### src/rtl/core/timed_pwm_actuator_channels_assert.svh
`ifndef TIMED_PWM_ACTUATOR_CHANNELS_ASSERT_SVH
`define TIMED_PWM_ACTUATOR_CHANNELS_ASSERT_SVH

// Same-cycle implication, checked on clk and masked while rst_n is low.
`define TPAC_ASSERT_IMPL(label, ante, cons) \
    label: assert property (@(posedge clk) disable iff (!rst_n) (ante) |-> (cons)) \
        else $error("tpac: same-cycle check failed");

// Next-cycle implication, checked on clk and masked while rst_n is low.
`define TPAC_ASSERT_NEXT(label, ante, cons) \
    label: assert property (@(posedge clk) disable iff (!rst_n) (ante) |=> (cons)) \
        else $error("tpac: next-cycle check failed");

`endif

### src/rtl/core/tpac_pkg.sv
package tpac_pkg;

    localparam int CHANNELS = 4;
    localparam int CH_W     = 2;
    localparam int OUT_W    = 4;
    localparam int BTN_W    = 4;
    localparam int TIME_W   = 32;
    localparam int DUR_W    = 31;
    localparam int PER_W    = 16;
    localparam int DUTY_W   = 7;
    localparam int PROD_W   = PER_W + DUTY_W;

    localparam logic [DUTY_W-1:0] DUTY_MAX = 7'd100;

    // floor(x / 25) for x below 2^21 as (x * DIV25_MUL) >> DIV25_SHIFT
    localparam int             DIV25_IN_W  = PROD_W - 2;
    localparam int             DIV25_MUL_W = 22;
    localparam int             DIV25_SHIFT = 26;
    localparam int             DIV25_PR_W  = DIV25_IN_W + DIV25_MUL_W;
    localparam logic [DIV25_MUL_W-1:0] DIV25_MUL = 22'd2684355;

    localparam int CFG_IDX_W = 1;
    localparam logic [CFG_IDX_W-1:0] CFG_PWM_CYCLE    = 1'd0;
    localparam logic [CFG_IDX_W-1:0] CFG_BTN_INTERVAL = 1'd1;

    localparam logic [PER_W-1:0] PWM_CYCLE_RST    = 16'd2000;
    localparam logic [PER_W-1:0] BTN_INTERVAL_RST = 16'd100;

    typedef enum logic [2:0] {
        OP_TICK     = 3'd0,
        OP_ALL_OFF  = 3'd1,
        OP_ALL_ON   = 3'd2,
        OP_ON       = 3'd3,
        OP_OFF      = 3'd4,
        OP_TIMED_ON = 3'd5,
        OP_SET_PWM  = 3'd6
    } op_t;

    typedef struct packed {
        logic              fire;
        op_t               op;
        logic              sel;
        logic              btn_apply;
        logic              btn_released;
        logic [TIME_W-1:0] time_now;
        logic [TIME_W-1:0] time_tick;
        logic [DUR_W-1:0]  duration;
        logic [PER_W-1:0]  on_period;
        logic [PER_W-1:0]  off_period;
    } ch_ctrl_t;

    typedef struct packed {
        logic pin;
        logic cmd;
        logic pwm;
    } ch_stat_t;

endpackage

### src/rtl/core/tpac_channel.sv
module tpac_channel
(
    input  logic                clk,
    input  logic                rst_n,
    input  tpac_pkg::ch_ctrl_t  ctrl,
    output tpac_pkg::ch_stat_t  stat
);

    logic [tpac_pkg::TIME_W-1:0] ts_reg, ts_next;
    logic [tpac_pkg::DUR_W-1:0]  dur_reg, dur_next;
    logic                        indef_reg, indef_next;
    logic [tpac_pkg::TIME_W-1:0] phase_reg, phase_next;
    logic [tpac_pkg::PER_W-1:0]  on_reg, on_next;
    logic [tpac_pkg::PER_W-1:0]  off_reg, off_next;
    logic                        pwm_reg, pwm_next;
    logic                        cmd_reg, cmd_next;
    logic                        pin_reg, pin_next;

    logic [tpac_pkg::TIME_W-1:0] run_el;
    logic [tpac_pkg::TIME_W-1:0] phase_el;

    assign run_el   = ctrl.time_tick - ts_reg;
    assign phase_el = ctrl.time_tick - phase_reg;

    always_comb
    begin
        ts_next    = ts_reg;
        dur_next   = dur_reg;
        indef_next = indef_reg;
        phase_next = phase_reg;
        on_next    = on_reg;
        off_next   = off_reg;
        pwm_next   = pwm_reg;
        cmd_next   = cmd_reg;
        pin_next   = pin_reg;
        case (ctrl.op)
            tpac_pkg::OP_TICK:
            begin
                // timed run over: drop the output and stop PWM
                if (!indef_reg && (run_el > {1'b0, dur_reg}))
                begin
                    pwm_next   = 1'b0;
                    pin_next   = 1'b0;
                    cmd_next   = 1'b0;
                    indef_next = 1'b1;
                end
                if (pwm_next)
                begin
                    if (cmd_next)
                    begin
                        if (phase_el > {16'd0, on_reg})
                        begin
                            pin_next   = 1'b0;
                            cmd_next   = 1'b0;
                            phase_next = ctrl.time_tick;
                        end
                    end
                    else if (phase_el > {16'd0, off_reg})
                    begin
                        pin_next   = 1'b1;
                        cmd_next   = 1'b1;
                        phase_next = ctrl.time_tick;
                    end
                end
                if (ctrl.btn_apply)
                begin
                    if (!ctrl.btn_released)
                        pin_next = 1'b1;
                    else if (!cmd_next)
                        pin_next = 1'b0;
                end
            end
            tpac_pkg::OP_ALL_OFF:
            begin
                pin_next   = 1'b0;
                cmd_next   = 1'b0;
                indef_next = 1'b1;
                pwm_next   = 1'b0;
            end
            tpac_pkg::OP_ALL_ON:
            begin
                pin_next   = 1'b1;
                cmd_next   = 1'b1;
                indef_next = 1'b1;
            end
            tpac_pkg::OP_ON:
            begin
                if (ctrl.sel)
                begin
                    pin_next   = 1'b1;
                    cmd_next   = 1'b1;
                    indef_next = 1'b1;
                end
            end
            tpac_pkg::OP_OFF:
            begin
                if (ctrl.sel)
                begin
                    pin_next   = 1'b0;
                    cmd_next   = 1'b0;
                    indef_next = 1'b1;
                end
            end
            tpac_pkg::OP_TIMED_ON:
            begin
                if (ctrl.sel)
                begin
                    pin_next   = 1'b1;
                    cmd_next   = 1'b1;
                    ts_next    = ctrl.time_now;
                    dur_next   = ctrl.duration;
                    indef_next = 1'b0;
                end
            end
            tpac_pkg::OP_SET_PWM:
            begin
                if (ctrl.sel)
                begin
                    on_next    = ctrl.on_period;
                    off_next   = ctrl.off_period;
                    pwm_next   = 1'b1;
                    ts_next    = ctrl.time_now;
                    dur_next   = ctrl.duration;
                    indef_next = 1'b0;
                    pin_next   = 1'b1;
                    cmd_next   = 1'b1;
                    phase_next = ctrl.time_now;
                end
            end
            default:
            begin
            end
        endcase
    end

    always_ff @(posedge clk or negedge rst_n)
    begin
        if (!rst_n)
        begin
            ts_reg    <= '0;
            dur_reg   <= '0;
            indef_reg <= 1'b0;
            phase_reg <= '0;
            on_reg    <= '0;
            off_reg   <= '0;
            pwm_reg   <= 1'b0;
            cmd_reg   <= 1'b0;
            pin_reg   <= 1'b0;
        end
        else if (ctrl.fire)
        begin
            ts_reg    <= ts_next;
            dur_reg   <= dur_next;
            indef_reg <= indef_next;
            phase_reg <= phase_next;
            on_reg    <= on_next;
            off_reg   <= off_next;
            pwm_reg   <= pwm_next;
            cmd_reg   <= cmd_next;
            pin_reg   <= pin_next;
        end
    end

    assign stat.pin = pin_next;
    assign stat.cmd = cmd_next;
    assign stat.pwm = pwm_next;

endmodule

### src/rtl/core/timed_pwm_actuator_channels.sv
// Channel   | Handshake                   | Payload
// ----------+-----------------------------+------------------------------------------
// input     | in_valid / in_stall         | op, channel, duration_ms, duty_pct, buttons
// result    | out_valid / out_stall       | pin_levels, commanded, pwm_active
// config    | cfg_valid / cfg_ready       | cfg_index, cfg_data
//
// One request per cycle while in_stall is low: a request waits in the input register,
// where all channels update in parallel, until the output register can take it; its
// result sits in the output register in the cycle after it leaves the input register.
// The duty times cycle product is formed ahead of the input register; the divide by 100
// is a reciprocal multiply in the processing stage.
// Reset is asynchronous, active low; the config port is always ready.
// in_stall rises only while the input register is full and the output register is stalled.

`include "timed_pwm_actuator_channels_assert.svh"

module timed_pwm_actuator_channels
(
    input  logic                               clk,
    input  logic                               rst_n,

    input  logic                               in_valid,
    output logic                               in_stall,
    input  logic [2:0]                         op,
    input  logic [tpac_pkg::CH_W-1:0]          channel,
    input  logic [tpac_pkg::DUR_W-1:0]         duration_ms,
    input  logic [tpac_pkg::DUTY_W-1:0]        duty_pct,
    input  logic [tpac_pkg::BTN_W-1:0]         buttons,

    output logic                               out_valid,
    input  logic                               out_stall,
    output logic [tpac_pkg::OUT_W-1:0]         pin_levels,
    output logic [tpac_pkg::OUT_W-1:0]         commanded,
    output logic [tpac_pkg::OUT_W-1:0]         pwm_active,

    input  logic                               cfg_valid,
    output logic                               cfg_ready,
    input  logic [tpac_pkg::CFG_IDX_W-1:0]     cfg_index,
    input  logic [tpac_pkg::PER_W-1:0]         cfg_data
);

    logic [tpac_pkg::PER_W-1:0] cycle_reg;
    logic [tpac_pkg::PER_W-1:0] interval_reg;

    logic                              s1_valid_reg, s1_valid_next;
    tpac_pkg::op_t                     s1_op_reg;
    logic [tpac_pkg::CH_W-1:0]         s1_ch_reg;
    logic [tpac_pkg::DUR_W-1:0]        s1_dur_reg;
    logic [tpac_pkg::PROD_W-1:0]       s1_prod_reg;
    logic [tpac_pkg::BTN_W-1:0]        s1_btn_reg;

    logic [tpac_pkg::TIME_W-1:0]       time_reg, time_next;
    logic [tpac_pkg::TIME_W-1:0]       last_btn_reg, last_btn_next;

    logic                              out_valid_reg, out_valid_next;
    logic [tpac_pkg::OUT_W-1:0]        pin_levels_reg;
    logic [tpac_pkg::OUT_W-1:0]        commanded_reg;
    logic [tpac_pkg::OUT_W-1:0]        pwm_active_reg;

    logic                              in_fire;
    logic                              s1_advance;
    logic                              s1_fire;
    logic [tpac_pkg::DUTY_W-1:0]       duty_sat;
    logic [tpac_pkg::PROD_W-1:0]       prod_in;
    logic [tpac_pkg::DIV25_PR_W-1:0]   div_prod;
    logic [tpac_pkg::PER_W-1:0]        on_period;
    logic [tpac_pkg::PER_W-1:0]        off_period;
    logic [tpac_pkg::TIME_W-1:0]       tick_time;
    logic                              btn_due;
    logic                              is_tick;

    tpac_pkg::ch_ctrl_t                ctrl [tpac_pkg::CHANNELS];
    tpac_pkg::ch_stat_t                stat [tpac_pkg::CHANNELS];
    logic [tpac_pkg::CHANNELS-1:0]     btn_rel;
    logic [tpac_pkg::CHANNELS-1:0]     pin_all;
    logic [tpac_pkg::CHANNELS-1:0]     cmd_all;
    logic [tpac_pkg::CHANNELS-1:0]     pwm_all;

    // config port
    assign cfg_ready = 1'b1;

    always_ff @(posedge clk or negedge rst_n)
    begin
        if (!rst_n)
        begin
            cycle_reg    <= tpac_pkg::PWM_CYCLE_RST;
            interval_reg <= tpac_pkg::BTN_INTERVAL_RST;
        end
        else if (cfg_valid && cfg_ready)
        begin
            case (cfg_index)
                tpac_pkg::CFG_PWM_CYCLE:    cycle_reg    <= cfg_data;
                tpac_pkg::CFG_BTN_INTERVAL: interval_reg <= cfg_data;
                default:
                begin
                end
            endcase
        end
    end

    // handshake
    assign s1_advance = !out_valid_reg || !out_stall;
    assign s1_fire    = s1_valid_reg && s1_advance;
    assign in_stall   = s1_valid_reg && !s1_advance;
    assign in_fire    = in_valid && !in_stall;

    assign s1_valid_next  = in_fire ? 1'b1 : (s1_fire ? 1'b0 : s1_valid_reg);
    assign out_valid_next = s1_fire ? 1'b1 : (out_stall ? out_valid_reg : 1'b0);

    // saturate duty and form duty * cycle ahead of the input register
    assign duty_sat = (duty_pct > tpac_pkg::DUTY_MAX) ? tpac_pkg::DUTY_MAX : duty_pct;
    assign prod_in  = tpac_pkg::PROD_W'(duty_sat) * tpac_pkg::PROD_W'(cycle_reg);

    always_ff @(posedge clk or negedge rst_n)
    begin
        if (!rst_n)
            s1_valid_reg <= 1'b0;
        else
            s1_valid_reg <= s1_valid_next;
    end

    always_ff @(posedge clk)
    begin
        if (in_fire)
        begin
            s1_op_reg   <= tpac_pkg::op_t'(op);
            s1_ch_reg   <= channel;
            s1_dur_reg  <= duration_ms;
            s1_prod_reg <= prod_in;
            s1_btn_reg  <= buttons;
        end
    end

    // floor(p / 100) = floor(floor(p / 4) / 25)
    assign div_prod = tpac_pkg::DIV25_PR_W'(s1_prod_reg[tpac_pkg::PROD_W-1:2])
                    * tpac_pkg::DIV25_PR_W'(tpac_pkg::DIV25_MUL);
    assign on_period  = div_prod[tpac_pkg::DIV25_SHIFT +: tpac_pkg::PER_W];
    assign off_period = cycle_reg - on_period;

    assign is_tick   = (s1_op_reg == tpac_pkg::OP_TICK);
    assign tick_time = time_reg + 32'd1;
    assign btn_due   = (tick_time - last_btn_reg) > {16'd0, interval_reg};

    assign time_next     = is_tick ? tick_time : time_reg;
    assign last_btn_next = (is_tick && btn_due) ? tick_time : last_btn_reg;

    always_ff @(posedge clk or negedge rst_n)
    begin
        if (!rst_n)
        begin
            time_reg     <= '0;
            last_btn_reg <= '0;
        end
        else if (s1_fire)
        begin
            time_reg     <= time_next;
            last_btn_reg <= last_btn_next;
        end
    end

    for (genvar i = 0; i < tpac_pkg::CHANNELS; i++)
    begin : g_ch
        // channels without a button input read as released
        if (i < tpac_pkg::BTN_W)
        begin : g_btn
            assign btn_rel[i] = s1_btn_reg[i];
        end
        else
        begin : g_nobtn
            assign btn_rel[i] = 1'b1;
        end

        always_comb
        begin
            ctrl[i].fire         = s1_fire;
            ctrl[i].op           = s1_op_reg;
            ctrl[i].sel          = (s1_ch_reg == tpac_pkg::CH_W'(i));
            ctrl[i].btn_apply    = btn_due;
            ctrl[i].btn_released = btn_rel[i];
            ctrl[i].time_now     = time_reg;
            ctrl[i].time_tick    = tick_time;
            ctrl[i].duration     = s1_dur_reg;
            ctrl[i].on_period    = on_period;
            ctrl[i].off_period   = off_period;
        end

        tpac_channel u_ch
        (
            .clk   (clk),
            .rst_n (rst_n),
            .ctrl  (ctrl[i]),
            .stat  (stat[i])
        );

        assign pin_all[i] = stat[i].pin;
        assign cmd_all[i] = stat[i].cmd;
        assign pwm_all[i] = stat[i].pwm;
    end

    // result register
    always_ff @(posedge clk or negedge rst_n)
    begin
        if (!rst_n)
            out_valid_reg <= 1'b0;
        else
            out_valid_reg <= out_valid_next;
    end

    always_ff @(posedge clk)
    begin
        if (s1_fire)
        begin
            pin_levels_reg <= pin_all[tpac_pkg::OUT_W-1:0];
            commanded_reg  <= cmd_all[tpac_pkg::OUT_W-1:0];
            pwm_active_reg <= pwm_all[tpac_pkg::OUT_W-1:0];
        end
    end

    assign out_valid  = out_valid_reg;
    assign pin_levels = pin_levels_reg;
    assign commanded  = commanded_reg;
    assign pwm_active = pwm_active_reg;

    `TPAC_ASSERT_IMPL(a_stall_only_when_full, in_stall, s1_valid_reg)
    `TPAC_ASSERT_NEXT(a_fire_gives_result, s1_fire, out_valid_reg)
    `TPAC_ASSERT_NEXT(a_blocked_request_kept, in_stall, s1_valid_reg)
    `TPAC_ASSERT_IMPL(a_commanded_pin_high, out_valid_reg,
                      (commanded_reg & ~pin_levels_reg) == '0)
    `TPAC_ASSERT_NEXT(a_tick_advances_time, s1_fire && is_tick,
                      time_reg == $past(time_reg) + 32'd1)

endmodule
### config.mk
export PLATFORM = sky130hd
export DESIGN_NAME = timed_pwm_actuator_channels
export DESIGN_NICKNAME = d
export VERILOG_FILES = /design/src/rtl/core/tpac_pkg.sv /design/src/rtl/core/tpac_channel.sv /design/src/rtl/core/timed_pwm_actuator_channels.sv
export VERILOG_INCLUDE_DIRS = /design/src /design/src/rtl/core
export SDC_FILE = /design/constraint.sdc
export NUM_CORES = 2
export LEC_CHECK = 0
export BUFFER_PORTS_ARGS = -buffer_cell sky130_fd_sc_hd__buf_4
export CAP_MARGIN = 20
export CORE_MARGIN = 3
export CORE_UTILIZATION = 55
export DETAILED_ROUTE_END_ITERATION = 16
export PLACE_DENSITY_LB_ADDON = 0.3
export SKIP_LAST_GASP = 1
export SYNTH_ARGS = -nofsm -noshare
export SYNTH_HDL_FRONTEND = slang
export SYNTH_SLANG_ARGS = --single-unit
### constraint.sdc
create_clock -name clk -period 8.7 [get_ports clk]
set_input_delay 0.87 -clock clk [delete_from_list [all_inputs] [get_ports clk]]
set_output_delay 0.87 -clock clk [all_outputs]
set_load 0.02 [all_outputs]
## Word level (Yosys, flattened, before mapping)

Cells that the tools add are included.

- Multiply operators: 2
- Eq/ne operators: 38
- Add/sub/neg operators: 11
- Mux-type cells: 145
- Bitwise logic cells: 1
- Magnitude comparators: 14
- Reductions and logical operators: 46

Operators by type and width:

| operator | count |
|---|---|
| $mux 32 | 20 |
| $gt 32x16->1 | 9 |
| $sub 32x32->32 | 9 |
| $pmux 32 s2 | 4 |
| $gt 32x31->1 | 4 |
| $mux 1 | 104 |
| $mul 21x22->42 const B | 1 |
| $pmux 1 s5 | 8 |
| $ne 2x1->1 const B | 17 |
| $add 32x1->32 const B | 1 |
| $reduce_and 3->1 | 8 |
| $reduce_and 6->1 | 4 |
| $mul 7x16->23 | 1 |
| $reduce_and 5->1 | 4 |
| $pmux 1 s4 | 4 |
| $sub 16x16->16 | 1 |
| $ne 3x1->1 const B | 4 |
| $ne 3x3->1 const B | 4 |
| $pmux 1 s3 | 4 |
| $eq 3x3->1 const B | 3 |
| $logic_and 1x1->1 | 8 |
| $logic_not 1->1 | 8 |
| $ne 2x2->1 const B | 4 |
| $reduce_and 2->1 | 4 |
| other kinds (14) | 19 |

- Register bits: 697
- Output and inout port bits: 15
- Word-level logic and storage cells: 307
- Input bits: 69

## Longest topological paths before layout

- Depth in word-level cells: 13
- Mapped depth: 38
- Gate-level depth less buffers: 38

## By module

From an unflattened synthesis, not the netlist that was laid out.

- Cell total of the unflattened synthesis: 7,055
- Area, all modules: 63,484.6 µm²

Modules (own cells, without submodules):

| module | cells an instance | area an instance (µm²) | instances |
|---|---|---|---|
| tpac_channel (g_ch[0].u_ch ...) | 1,277 | 10,869.2 | 2 |
| timed_pwm_actuator_channels | 2,022 | 20,279.4 | 1 |
| tpac_channel (g_ch[3].u_ch) | 1,326 | 11,001.8 | 1 |
| tpac_channel (g_ch[2].u_ch) | 1,153 | 10,465.0 | 1 |

## Worst setup path after synthesis

OpenSTA, ideal clock, no wires.

- Path kind: register -> register
- Start point: register s1_prod_reg[6] (netlist bit)
- End point: register g_ch[0].u_ch.off_reg[15] (netlist bit)
- Data required time: 8,562 ps
- Setup time: 138 ps
- Data arrival time: 8,483 ps
- Buffers on the path: 0
- Slack: 79 ps
- Clock period less this slack: 8,621 ps
- Cell stages (with the launch flop): 35
- Path through: edfxtp_1 -> inv_1 -> fa_1 -> fa_1 -> fa_1 -> fa_1 -> fa_1 -> inv_1 -> fa_1 -> inv_1 -> fa_1 -> inv_1 -> ha_1 -> a21oi_1 -> nor2_1 -> a2111oi_1 -> a21oi_2 -> a31oi_1 -> xnor2_1 -> inv_1 -> ha_1 -> nor2b_1 -> o21ai_0 -> nand2b_1 -> a21o_1 -> a21o_1 -> maj3_1 -> a21o_1 -> o21ai_0 -> o31ai_1 -> maj3_1 -> o2111a_1 -> nor3_1 -> xnor2_1 -> o21ai_0

RTL lines:

| what | line | text |
|---|---|---|
| from (decl) | timed_pwm_actuator_channels.sv:49 | `logic [tpac_pkg::PROD_W-1:0] s1_prod_reg;` |
| from (signal assigned) | timed_pwm_actuator_channels.sv:129 | `s1_prod_reg <= prod_in;` |
| to (signal assigned) | tpac_channel.sv:157 | `off_reg <= off_next;` |
| to (decl) | tpac_channel.sv:14 | `logic [tpac_pkg::PER_W-1:0] off_reg, off_next;` |

## Worst setup path in the final report

- Start point: register s1_prod_reg[7] (netlist bit)
- End point: register g_ch[2].u_ch.off_reg[14] (netlist bit)

- Word-level cells in the longest chain between the ends: 2

Ends and longest elaborated chain:

| what | line | text |
|---|---|---|
| $mul 21x22->42 | timed_pwm_actuator_channels.sv:136 | `* tpac_pkg::DIV25_PR_W'(tpac_pkg::DIV25_MUL);` |
| $sub 16x16->16 | timed_pwm_actuator_channels.sv:138 | `assign off_period = cycle_reg - on_period;` |
| to (signal assigned) | tpac_channel.sv:157 |  |
| to (decl) | tpac_channel.sv:14 |  |

Every way passes these cells.
A chain may end at the register's enable or synchronous reset.

==> summary.txt <==
Placed design
  • # port buffers: 82
  • RePlAce Congestion: between 0.9 and 1
  • Post-DP HPWL: 135 mm

STA
  • RSZ-0062 raised after global routing: true
  • Endpoints failing setup: 0
  • Hold violation total from the final report: 0
  • Final worst path period share: 98.9%
  • Fmax: 116 MHz
  • Pins over their slew limit: 0
  • Slew @ Worst Pin: 1130 ps
  • Final TNS setup: 0 ps
  • Slew headroom: 24.6%
  • Tmin final: 8600 ps
  • Layout Skew: 25.1 ps

Job
  • # Max-Cap Violations: 0

Synthesis
  • Compound-Gate Fraction of Synth Area: 14.1%
  • Synth warnings: 0
  • Asr flop ratio synth: 89.5%
  • XOR/XNOR share of the synthesized area: 5.01%
  • Syn nets: 7529
  • Unique masters post-synth: 116
  • Mapped Avg Cell Area: 9.44 um2
  • Cells after synthesis: 6426
  • Synth Area in Adders: 24.4%
  • Synth top area cells: dfrtp_1 25%, ha_1 16%, fa_1 7.7%
  • Top-area cell type share of the netlist area: about a quarter
  • Post-synth EDFFs: 73
  • Synth Area in Simple Gates: 11.3%
  • Synth area leader: dfrtp_1
  • Mux cell area share after synthesis: between 8 and 9%
  • Synth Register Bits: 695
  • Register area share after synthesis: between 20% and 30%
  • Main combinational cell family by area after synthesis: adder cells
  • Synth Cell Area: 60700 um2
  • Synth Flop Type: dfrtp_1

Clock network
  • Max clock buf depth: 3
  • CTS tree: built
  • Worst-skew pair later-pin latency: 660 ps
  • Clk slew on worst S/H paths: about 60 ps
  • CTS Hold Bufs: 0
  • # H-tree levels: 3
  • Clk sinks: 695
  • Root Driver: clkbuf_16
  • CTS Buf Count: 82

Finish
  • Layout cells sized above 1: 15.0%
  • Filler cells: 9113
  • Commonest non-fill, non-tap cell in the layout: inv_1
  • Synth-to-Final Area Change: 11.1%
  • Multi-input gate area: roughly 39000 um2
  • Commonest cells after routing, fill and taps aside: 964 x inv_1, 788 x ha_1, 613 x dfrtp_1
  • FF/Latch Area: 17800 um2
  • # nets final: 7719
  • Post-Route Utilization: 61.8%

Critical path
  • Worst reg2reg path startpoint: s1_prod_reg[7]
  • Worst EP arrival: 9130 ps
  • Crit-path most repeated cell: fa_1
  • Setup slack, reg-to-reg: slightly below 100 ps
  • Slowest-stage cell, CP: fa_1
  • Nature of the critical path endpoint: register
  • Crit-path max cell delay: 540 ps
  • Maximum fanout along the worst path: 5
  • Reg2Reg Depth: 34
  • Startpoint type of the worst setup path: register
  • R2r endpoint: g_ch[2].u_ch.off_reg[14]
  • Setup CP Type: reg -> reg
  • Required time of the worst setup path: 9230 ps

Routing
  • DRC: 0
  • Total routed wirelength: 171 mm
  • Drt first pass iters: 6
  • Vias per std cell: 5.81
  • Iteration-0 DRC Markers: 3221
  • WL/cell: approximately 21 um
  • Vias post-DR: 47400
  • Antenna-violating nets left: 0

Global route
  • First-pass GRT wire length: 270 mm
  • Largest net degree at the start of global routing: 155
  • Congestion Overflow GR: 0
  • All-layer global routing usage: between 20% and 30%
  • Vias in the first global route: around 48000
  • Antenna violations before repair: 2

Die
  • Core ar.: 109000 um2
  • Die width: 338 um
  • Core Rows: 121
  • Initial Util: 55.6%
  • Die ar.: 114000 um2
  • I/O pin total: 84
  • DIE HEIGHT: between 300 and 400 um

Run status
  • Status: finished clean

Hold path
  • HP Class: in -> async
## stage by stage
stage	cells	worst slack (ps)	hold slack (ps)	cell area, um2
floorplan	6426	78.8	450	60700
global placement	7988	-178	461	63900
detailed placement	7990	-283	470	64000
CTS	8143	13.0	145	67000
global route	8156	-226	179	67400
finish	8159	97.0	152	67400
## logic make-up after synthesis
| family | Yosys count |
|---|---|
| AO/OA/AOI/OAI | 1320 |
| XOR/XNOR | 345 |
| adder cells (fa/ha/maj) | 1045 |
| buffers and inverters | 1153 |
| flip-flops | 695 |
| multiplexers | 448 |
| other | 1 |
| AND/OR/NAND/NOR | 1419 |
## synthesized netlist by cell type, types with 10 or more instances
library cell    n
a31oi_1        47
a21boi_0       10
mux2_2        369
o22ai_1        11
a21oi_1       304
or3_1          26
dfrtp_1       613
o21bai_1       29
mux2_4         61
a31o_2         10
edfxtp_1       73
o31a_1         13
and4_1         13
nor2_1        316
inv_1         974
nor3_1         81
or2_2          18
o2111ai_1      10
a2111oi_0      14
nor2b_1        94
mux2i_1        18
nand2b_1       66
clkbuf_1      145
nand2_1       471
fa_1          234
nand3_1        91
buf_2          16
o21ai_0       361
ha_1          800
a21o_1        189
nor4_1         17
o21a_1        106
a211oi_1       36
o211ai_1       25
and2_1         41
xor2_1        119
and3_1         42
o31ai_1        22
nand4_1        95
xnor2_1       224
## metal layers
layer / GRT usage (%) / share of wire (%) / up-vias
li1: - / - / 22400
met1: 38.5 / 43 / 23400
met2: 50.6 / 48 / 1214
met3: 3.87 / 5.3 / 331
met4: 11.8 / 4.3 / 0
met5: 0 / 0 / -
## worst max-delay path: cells and delay by family (launching register included)
family          cells  cell delay [ps]
fa+ha+maj          11             4250
compound gates      9             1910
simple gates        5              840
buf+inv             7              650
flops               1              490
mux                 1              270
xor+xnor            1               80
## timing repair
action	4_1_cts	5_1_grt
endpoints found under the setup margin	16	94
gates cloned	0	0
setup buffers	5	15
pin swaps	10	57
resized for setup	14	68
## worst max path at each step
stage,from,cells past startpoint,end,slack [ps]
5_1_grt,s1_prod_reg[13],33,g_ch[1].u_ch.off_reg[14],-230
2_1_floorplan,s1_prod_reg[6],34,g_ch[0].u_ch.off_reg[15],80
4_1_cts,s1_prod_reg[5],34,g_ch[2].u_ch.off_reg[14],10
3_5_place_dp,s1_prod_reg[11],32,g_ch[1].u_ch.off_reg[15],-280
6_report,s1_prod_reg[7],34,g_ch[2].u_ch.off_reg[14],100
3_3_place_gp,s1_prod_reg[5],37,g_ch[1].u_ch.off_reg[15],-180
## area by class of cell
type,count,area share (%)
antenna,3,0.0111
clock buffer,102,3.41
clock inverter,46,0.908
inverter,977,5.44
multi-input combinational,4578,57.8
sequential,695,26.4
tap,1476,2.74
timing repair buffer,282,3.35
Power is not shown: default switching activity piles up to over one toggle a cycle in this logic, so the estimate is an artifact.
